`src/hw/rtl/rsd_pkg.sv`:
```
// ----------------------------------------------------------------------------
// Ring stage task dispatcher package
// Item types, task kind codes and sequencer states shared by the dispatcher.
// ----------------------------------------------------------------------------
package rsd_pkg;

    localparam int LIFE_W  = 6;
    localparam int ENTRY_W = LIFE_W + 1;

    localparam logic KIND_ENQ  = 1'b0;
    localparam logic KIND_TICK = 1'b1;

    localparam logic TASK_PUSH = 1'b0;
    localparam logic TASK_POP  = 1'b1;

    typedef enum logic [2:0] {
        K_PUSH  = 3'd0,
        K_POP   = 3'd1,
        K_WB    = 3'd2,
        K_LOCK  = 3'd3,
        K_EMPTY = 3'd4
    } t_kind;

    typedef enum logic [2:0] {
        ST_IDLE,
        ST_PREP,
        ST_TICK,
        ST_ENQ,
        ST_DONE
    } t_state;

    typedef struct packed {
        logic              kind;
        logic [2:0]        unit;
        logic              task_kind;
        logic [LIFE_W-1:0] lifetime;
    } t_in;

    typedef struct packed {
        logic        accepted;
        logic [3:0]  busy_units;
        logic [3:0]  finished_tasks;
        logic [31:0] busy_total;
        logic [31:0] tick_total;
    } t_out;

endpackage

```
`src/hw/rtl/rsd_ram.sv`:
```
// ----------------------------------------------------------------------------
// Generic RAM
// One write port and one read port with registered read data.
// ----------------------------------------------------------------------------
module rsd_ram #(
    parameter int WIDTH = 8,
    parameter int DEPTH = 16,
    localparam int AW   = $clog2(DEPTH)
) (
    input  logic             i_clk,
    input  logic             i_we,
    input  logic [AW-1:0]    i_waddr,
    input  logic [WIDTH-1:0] i_wdata,
    input  logic [AW-1:0]    i_raddr,
    output logic [WIDTH-1:0] o_rdata
);

    logic [WIDTH-1:0] r_mem [DEPTH];
    logic [WIDTH-1:0] r_rdata;

    always_ff @(posedge i_clk) begin
        if (i_we) begin
            r_mem[i_waddr] <= i_wdata;
        end
        r_rdata <= r_mem[i_raddr];
    end

    assign o_rdata = r_rdata;

endmodule

```
`src/hw/rtl/ring_stage_task_dispatcher_top.sv`:
```
// ----------------------------------------------------------------------------
// Ring stage task dispatcher
// Ring of units with one task queue each; ticks move, count and dispatch
// tasks by rotating the ring past one shared update step.
// ----------------------------------------------------------------------------
//  Channel  Direction  Handshake                  Payload
//  in       input      i_in_valid / o_in_ready    i_in_data  (rsd_pkg::t_in)
//  out      output     o_out_valid / i_out_ready  o_out_data (rsd_pkg::t_out)
//
//  A tick item goes through ST_PREP then ST_TICK, an enqueue item through
//  ST_ENQ, then ST_DONE; the ring rotates one unit a cycle past the update.
//  ST_DONE waits while an earlier result has not yet been taken.
//  Synchronous active-low reset empties every unit and queue and clears sums.
//  Input is taken only in the idle state; a result waits in the output
//  register and the next item may be accepted while it waits.
// ----------------------------------------------------------------------------
module ring_stage_task_dispatcher_top #(
    parameter int UNITS       = 8,
    parameter int QUEUE_DEPTH = 16
) (
    input  logic          i_clk,
    input  logic          i_rst_n,
    input  logic          i_in_valid,
    output logic          o_in_ready,
    input  rsd_pkg::t_in  i_in_data,
    output logic          o_out_valid,
    input  logic          i_out_ready,
    output rsd_pkg::t_out o_out_data
);

    import rsd_pkg::*;

    localparam int IW = $clog2(UNITS);
    localparam int HW = $clog2(QUEUE_DEPTH);
    localparam int FW = $clog2(QUEUE_DEPTH + 1);
    localparam int PW = $clog2(2 * QUEUE_DEPTH);
    localparam int CW = $clog2(UNITS + 1);
    localparam int MD = UNITS * QUEUE_DEPTH;
    localparam int AW = $clog2(MD);

    t_state            r_state, n_state;
    t_kind             r_kind [UNITS];
    t_kind             n_kind [UNITS];
    logic [LIFE_W-1:0] r_life [UNITS];
    logic [LIFE_W-1:0] n_life [UNITS];
    logic [HW-1:0]     r_head [UNITS];
    logic [HW-1:0]     n_head [UNITS];
    logic [FW-1:0]     r_fill [UNITS];
    logic [FW-1:0]     n_fill [UNITS];
    logic [IW-1:0]     r_idx, n_idx;
    logic [AW-1:0]     r_base, n_base;
    t_kind             r_pk, n_pk;
    logic [LIFE_W-1:0] r_pl, n_pl;
    logic [LIFE_W-1:0] r_last_life, n_last_life;
    logic              r_lock_last, n_lock_last;
    logic [CW-1:0]     r_nb, n_nb;
    logic [CW-1:0]     r_nf, n_nf;
    logic [31:0]       r_busy_sum, n_busy_sum;
    logic [31:0]       r_tick_sum, n_tick_sum;
    t_in               r_item, n_item;
    logic              r_acc, n_acc;
    t_out              r_out, n_out;
    logic              r_out_valid, n_out_valid;

    logic               mem_we;
    logic [AW-1:0]      mem_waddr;
    logic [ENTRY_W-1:0] mem_wdata;
    logic [AW-1:0]      mem_raddr;
    logic [ENTRY_W-1:0] mem_rdata;

    t_kind             cur_k;
    logic [LIFE_W-1:0] cur_l;
    logic [HW-1:0]     cur_h;
    logic [FW-1:0]     cur_f;
    logic [LIFE_W-1:0] prev_life;
    logic              take;
    logic              lock_prev;
    logic              last_step;
    logic [PW-1:0]     enq_sum;
    logic [HW-1:0]     enq_pos;
    logic [31:0]       nb_wide;
    logic [31:0]       nf_wide;

    rsd_ram #(
        .WIDTH(ENTRY_W),
        .DEPTH(MD)
    ) u_queue_ram (
        .i_clk  (i_clk),
        .i_we   (mem_we),
        .i_waddr(mem_waddr),
        .i_wdata(mem_wdata),
        .i_raddr(mem_raddr),
        .o_rdata(mem_rdata)
    );

    always_ff @(posedge i_clk) begin
        if (!i_rst_n) begin
            r_state     <= ST_IDLE;
            r_out_valid <= 1'b0;
            r_busy_sum  <= '0;
            r_tick_sum  <= '0;
            for (int p = 0; p < UNITS; p++) begin
                r_kind[p] <= K_EMPTY;
                r_life[p] <= '0;
                r_head[p] <= '0;
                r_fill[p] <= '0;
            end
        end else begin
            r_state     <= n_state;
            r_out_valid <= n_out_valid;
            r_busy_sum  <= n_busy_sum;
            r_tick_sum  <= n_tick_sum;
            r_kind      <= n_kind;
            r_life      <= n_life;
            r_head      <= n_head;
            r_fill      <= n_fill;
        end
        r_idx       <= n_idx;
        r_base      <= n_base;
        r_pk        <= n_pk;
        r_pl        <= n_pl;
        r_last_life <= n_last_life;
        r_lock_last <= n_lock_last;
        r_nb        <= n_nb;
        r_nf        <= n_nf;
        r_item      <= n_item;
        r_acc       <= n_acc;
        r_out       <= n_out;
    end

    assign last_step = (r_idx == IW'(UNITS - 1));
    assign enq_sum   = PW'(r_head[0]) + PW'(r_fill[0]);
    assign enq_pos   = (enq_sum >= PW'(QUEUE_DEPTH)) ?
                       HW'(enq_sum - PW'(QUEUE_DEPTH)) : HW'(enq_sum);
    assign nb_wide   = 32'(r_nb);
    assign nf_wide   = 32'(r_nf);

    always_comb begin
        n_state     = r_state;
        n_kind      = r_kind;
        n_life      = r_life;
        n_head      = r_head;
        n_fill      = r_fill;
        n_idx       = r_idx;
        n_base      = r_base;
        n_pk        = r_pk;
        n_pl        = r_pl;
        n_last_life = r_last_life;
        n_lock_last = r_lock_last;
        n_nb        = r_nb;
        n_nf        = r_nf;
        n_busy_sum  = r_busy_sum;
        n_tick_sum  = r_tick_sum;
        n_item      = r_item;
        n_acc       = r_acc;
        n_out       = r_out;
        n_out_valid = r_out_valid && !i_out_ready;

        mem_we    = 1'b0;
        mem_waddr = r_base + AW'(enq_pos);
        mem_wdata = {r_item.task_kind, r_item.lifetime};
        mem_raddr = r_base + AW'(r_head[0]);

        cur_k     = r_kind[0];
        cur_l     = r_life[0];
        cur_h     = r_head[0];
        cur_f     = r_fill[0];
        prev_life = r_last_life;
        take      = 1'b0;
        lock_prev = 1'b0;

        case (r_state)
            ST_IDLE: begin
                if (i_in_valid) begin
                    n_item  = i_in_data;
                    n_idx   = '0;
                    n_base  = '0;
                    n_acc   = 1'b0;
                    n_nb    = '0;
                    n_nf    = '0;
                    n_state = (i_in_data.kind == KIND_TICK) ? ST_PREP : ST_ENQ;
                end
            end
            ST_PREP: begin
                mem_raddr   = AW'(r_head[0]);
                n_pk        = r_kind[UNITS-1];
                n_pl        = r_life[UNITS-1];
                n_lock_last = 1'b0;
                if (r_kind[UNITS-1] == K_POP) begin
                    n_last_life = r_life[UNITS-1];
                end else if (r_life[UNITS-2] > LIFE_W'(1)) begin
                    n_last_life = r_life[UNITS-2] - LIFE_W'(1);
                end else begin
                    n_last_life = '0;
                end
                n_state = ST_TICK;
            end
            ST_TICK: begin
                if (r_kind[0] == K_PUSH || r_kind[0] == K_POP || r_kind[0] == K_WB) begin
                    n_nb = r_nb + CW'(1);
                end
                if (r_life[0] == LIFE_W'(1) && (r_kind[0] == K_PUSH || r_kind[0] == K_WB)) begin
                    n_nf = r_nf + CW'(1);
                end
                n_pk = r_kind[0];
                n_pl = r_life[0];

                if (r_kind[0] == K_POP) begin
                    cur_k = K_WB;
                    cur_l = r_life[0];
                end else if (r_pl > LIFE_W'(1)) begin
                    cur_k = r_pk;
                    cur_l = r_pl - LIFE_W'(1);
                end else begin
                    cur_k = K_EMPTY;
                    cur_l = '0;
                end
                if (last_step && r_lock_last) begin
                    cur_k = K_LOCK;
                    cur_l = LIFE_W'(1);
                end

                prev_life = (r_idx == '0) ? r_last_life : r_life[UNITS-1];
                if (cur_k == K_EMPTY && r_fill[0] != '0) begin
                    take = (mem_rdata[ENTRY_W-1] == TASK_PUSH) || (prev_life <= LIFE_W'(1));
                    if (take) begin
                        cur_k = (mem_rdata[ENTRY_W-1] == TASK_POP) ? K_POP : K_PUSH;
                        cur_l = mem_rdata[LIFE_W-1:0];
                        cur_h = (r_head[0] == HW'(QUEUE_DEPTH - 1)) ? '0 : r_head[0] + HW'(1);
                        cur_f = r_fill[0] - FW'(1);
                        lock_prev = (mem_rdata[ENTRY_W-1] == TASK_POP);
                    end
                end
                if (lock_prev && r_idx == '0) begin
                    n_lock_last = 1'b1;
                end

                for (int p = 0; p < UNITS - 1; p++) begin
                    n_kind[p] = r_kind[p+1];
                    n_life[p] = r_life[p+1];
                    n_head[p] = r_head[p+1];
                    n_fill[p] = r_fill[p+1];
                end
                if (lock_prev && r_idx != '0) begin
                    n_kind[UNITS-2] = K_LOCK;
                    n_life[UNITS-2] = LIFE_W'(1);
                end
                n_kind[UNITS-1] = cur_k;
                n_life[UNITS-1] = cur_l;
                n_head[UNITS-1] = cur_h;
                n_fill[UNITS-1] = cur_f;

                mem_raddr = r_base + AW'(QUEUE_DEPTH) + AW'(r_head[1]);
                n_base    = r_base + AW'(QUEUE_DEPTH);
                n_idx     = r_idx + IW'(1);
                if (last_step) begin
                    n_busy_sum = r_busy_sum + 32'(n_nb);
                    n_tick_sum = r_tick_sum + 32'd1;
                    n_state    = ST_DONE;
                end
            end
            ST_ENQ: begin
                if (32'(r_item.unit) == 32'(r_idx) && r_fill[0] != FW'(QUEUE_DEPTH)) begin
                    mem_we = 1'b1;
                    n_acc  = 1'b1;
                    cur_f  = r_fill[0] + FW'(1);
                end
                for (int p = 0; p < UNITS - 1; p++) begin
                    n_kind[p] = r_kind[p+1];
                    n_life[p] = r_life[p+1];
                    n_head[p] = r_head[p+1];
                    n_fill[p] = r_fill[p+1];
                end
                n_kind[UNITS-1] = r_kind[0];
                n_life[UNITS-1] = r_life[0];
                n_head[UNITS-1] = r_head[0];
                n_fill[UNITS-1] = cur_f;

                n_base = r_base + AW'(QUEUE_DEPTH);
                n_idx  = r_idx + IW'(1);
                if (last_step) begin
                    n_state = ST_DONE;
                end
            end
            ST_DONE: begin
                if (!r_out_valid || i_out_ready) begin
                    n_out.accepted       = r_acc;
                    n_out.busy_units     = (nb_wide > 32'd15) ? 4'd15 : nb_wide[3:0];
                    n_out.finished_tasks = (nf_wide > 32'd15) ? 4'd15 : nf_wide[3:0];
                    n_out.busy_total     = r_busy_sum;
                    n_out.tick_total     = r_tick_sum;
                    n_out_valid          = 1'b1;
                    n_state              = ST_IDLE;
                end
            end
            default: begin
                n_state = ST_IDLE;
            end
        endcase
    end

    assign o_in_ready  = (r_state == ST_IDLE);
    assign o_out_valid = r_out_valid;
    assign o_out_data  = r_out;

endmodule
```
`config.mk`:
```
export PLATFORM = sky130hd
export DESIGN_NAME = ring_stage_task_dispatcher_top
export DESIGN_NICKNAME = d
export VERILOG_FILES = /design/src/hw/rtl/rsd_pkg.sv /design/src/hw/rtl/rsd_ram.sv /design/src/hw/rtl/ring_stage_task_dispatcher_top.sv
export SDC_FILE = /design/constraint.sdc
export NUM_CORES = 2
export LEC_CHECK = 0
export ABC_AREA = 0
export BUFFER_PORTS_ARGS = -buffer_cell sky130_fd_sc_hd__buf_2
export CAP_MARGIN = 20
export CORE_AREA = 2 2 380 382
export CTS_CLUSTER_DIAMETER = 30
export CTS_CLUSTER_SIZE = 20
export DETAILED_ROUTE_END_ITERATION = 10
export DIE_AREA = 0 0 382 384
export PLACE_DENSITY_LB_ADDON = 0.15
export SYNTH_ARGS = -nofsm -noshare
export SYNTH_HDL_FRONTEND = slang
export SYNTH_SLANG_ARGS = --single-unit
```
`constraint.sdc`:
```
create_clock -name i_clk -period 7.6 [get_ports i_clk]
set_clock_uncertainty 0.15 [all_clocks]
set_input_delay 0 -clock i_clk [delete_from_list [all_inputs] [get_ports i_clk]]
set_output_delay 0 -clock i_clk [all_outputs]
set_load 0.03 [all_outputs]
```
==> run summary <==
status - completed
Final ANT Viol Nets - 0
Yosys cell types - 86
first-pass GRT wire length - 207,000 um
Max-slew headroom - 20.8%
n_diodes - 0
Max Cap Viol - 0
syn_area_per_cell - 13.4 um^2
WP data arrival - 5.72 ns
CP Max Fanout - 67
post-synth top area cell - edfxtp_1
top post-synthesis cells by count - 1,009 x edfxtp_1, 615 x nand2_1, 290 x mux2i_1
Nets - 3,989
Post-synth ARST share - 0%
DR WL/cell - 23.0 um
RD Place Congestion - 0.846
Die W - 382 um
Critical Path Source Type - flip-flop
unrepaired setup endpoints after global routing - false
most frequent cell after synthesis - edfxtp_1
Clk Latency, worst-skew pair - 0.89 ns
htree depth - 5
cell family with most CP delay - simple AND/OR/NAND/NOR gates
Max Clk Rate - 197 MHz
register area - 0.0347 mm^2
share of the synthesized area in the top cell type - 60.9%
CP Data Required Time - 8.24 ns
Pwr Total - 20,400 uW
share of layout cells above drive strength 1 - 15.5%
ys flop type - edfxtp_1
IO Port Bufs - 89
dpl hpwl - 81,700 um
Via Count - 31,500
GRT Total Usage - 18.8%
clock net sink count - 1,228
count of final setup violators - 0
clk buf depth - 4
remaining global-route overflow - 0
internal power - 16,000 uW
CP max stage delay - 1.03 ns
final core utilization - 43.4%
Synth area leaders - edfxtp_1 61%, dfxtp_1 8.8%, mux2i_1 5.8%
CTS clk-pin slew, worst paths - 0.05 ns
Final period util - 66.9%
CTS tree - done
vias in the first global route - 31,500
VDD IR-drop max - 0.217 mV
Post-synth EDFFs - 1,009
switch share - 21.6%
Crit Path Category - reg -> reg
row count - 139
sequential element share of the synthesized area - 69.8%
Via density - 5.18
cells along the critical path - or3b_4 > a21oi_4 > buf_12 > mux2i_1 > o22ai_1 > nor4_1 > o2111a_1
switching power - 4420 uW
Core ar. - 0.143 mm^2
Gate power share - 4.0%
fillers - 13,000
Critical Path Slowest Stage Cell - nor4_1
Multi-input gate area - 0.0138 mm^2
dpl cells - 5,529
Syn Std Cell Area - 0.0497 mm^2
WHS Path Cells - 3
register bit total from synthesis - 1,228
die area - 0.147 mm^2
overall routed net length - 140,000 um
Die Ht - 384 um
Post-Route Setup TNS - 0 ns
DRT iter0 DRCs - 2,286
Fin. Hold Viols - 0
Clk pwr share - 59.3%
DRT Pass-1 Iters - 5
CTS Buf Count - 294
r2r worst-path depth - 7
Static Leak - 0.0211 uW
Setup crit end kind - flip-flop
Initial Util - 34.8%
WP buf/inv - 1
Mapped Cells - 3,702
initial antenna violation count - 4
Crit path depth - 7
Post-Layout Cell Count - 6,071
boundary pin count - 90
Final min period - 5.08 ns
largest net degree at the start of global routing - 142
sequential share of power - 36.8%
synthesis-to-layout area growth - 24.8%
DRC Markers - 0
Synth Net Count - 3,740
power density of the placed cells - 329 mW/mm^2
actual slew at the worst max-slew pin - 1.18 ns
Synth Warn # - 0
Final Max Slew Viols - 0
Min-Delay Path Class - in -> reg
Clock Tree Root - clkbuf_16
setup bufs post-CTS - 0
## layer usage
layer	wire, um	global-route usage [%]	vias up
met1	62300	25.3	15800
li1	-	-	14400
met5	0	0	-
met3	8350	3.99	234
met2	65400	30.2	997
met4	3500	6.25	0
## per-stage QoR
step	instance area (um^2)	hold slack (ns)	setup WS, ns
6_report	62000	0.0786	2.52
3_5_place_dp	52100	0.0281	2.60
2_1_floorplan	49700	-0.0511	2.76
4_1_cts	62000	0.0427	2.56
5_1_grt	62000	0.0891	2.39
3_3_place_gp	52100	0.0276	2.64
## layout make-up
type / count / share of cell area, %
sequential: 1228 / 55.9
clock buffer: 355 / 12.8
multi-input combinational: 2199 / 22.3
inverter: 53 / 0.329
clock inverter: 158 / 2.71
tap: 1903 / 3.84
timing repair buffer: 175 / 2.08
## state kept, by name, summed over array words and instances, names as in the netlist, 6 cells and up
name	count
r_busy_sum	32
r_life	48
r_fill	40
o_out_data	73
mem_wdata	7
r_tick_sum	32
u_queue_ram.r_mem	896
r_kind	24
r_pl	6
r_head	32
u_queue_ram.o_rdata	7
## cell usage in the layout (no fill, tap or decap), types with 38 or more instances in the layout
cell	n
edfxtp_1	1009
nand2_1	611
clkbuf_16	305
mux2i_1	289
a21oi_1	225
nor2_1	225
dfxtp_1	218
nand3_1	110
a211oi_1	109
buf_2	90
inv_1	50
buf_4	47
xnor2_1	44
clkinv_1	39
nand2b_1	38
## path summary, 6_finish.rpt
kind	from	to	slack [ns]
hold reg to reg	r_life[31]$_SDFFE_PN0P_	r_life[37]$_SDFFE_PN0P_	0.27
setup / recovery	r_state[1]$_SDFFE_PN0P_	u_queue_ram.o_rdata[6]$_DFF_P_	2.52
setup reg to reg	r_state[1]$_SDFFE_PN0P_	u_queue_ram.o_rdata[6]$_DFF_P_	2.52
hold / removal	i_rst_n	r_kind[17]$_SDFFE_PN1P_	0.08
## cells by family after synthesis
logic type               count (synthesis)  synth area share (%)
flip-flops                            1228                  69.8
AND/OR/NAND/NOR                       1167                  10.3
AO/OA/AOI/OAI                          620                  8.49
multiplexers                           315                  6.91
buffers and inverters                  275                  2.64
XOR/XNOR                                74                  1.30
adder cells (fa/ha/maj)                 23                 0.609
## worst min-delay path, cell delays in order
cell,delay [ns]
dlygate4sd3_1,0.53
buf_2,0.36
nand3_1,0.15
## timing repair
action                    CTS  global route
hold endpoints to repair   56             0
resized for setup           0             0
hold buffers               27             0
## power by group through the flow
stage                     Sequential (uW)  Clock, uW  Combinational, uW
after floorplan                      7640          0                394
after global placement               7620          0                791
after detailed placement             7620          0                796
after CTS                            7500      12300                813
after global routing                 7510      12700                866
final                                7510      12100                807
Power figures use the tool's default switching activity.
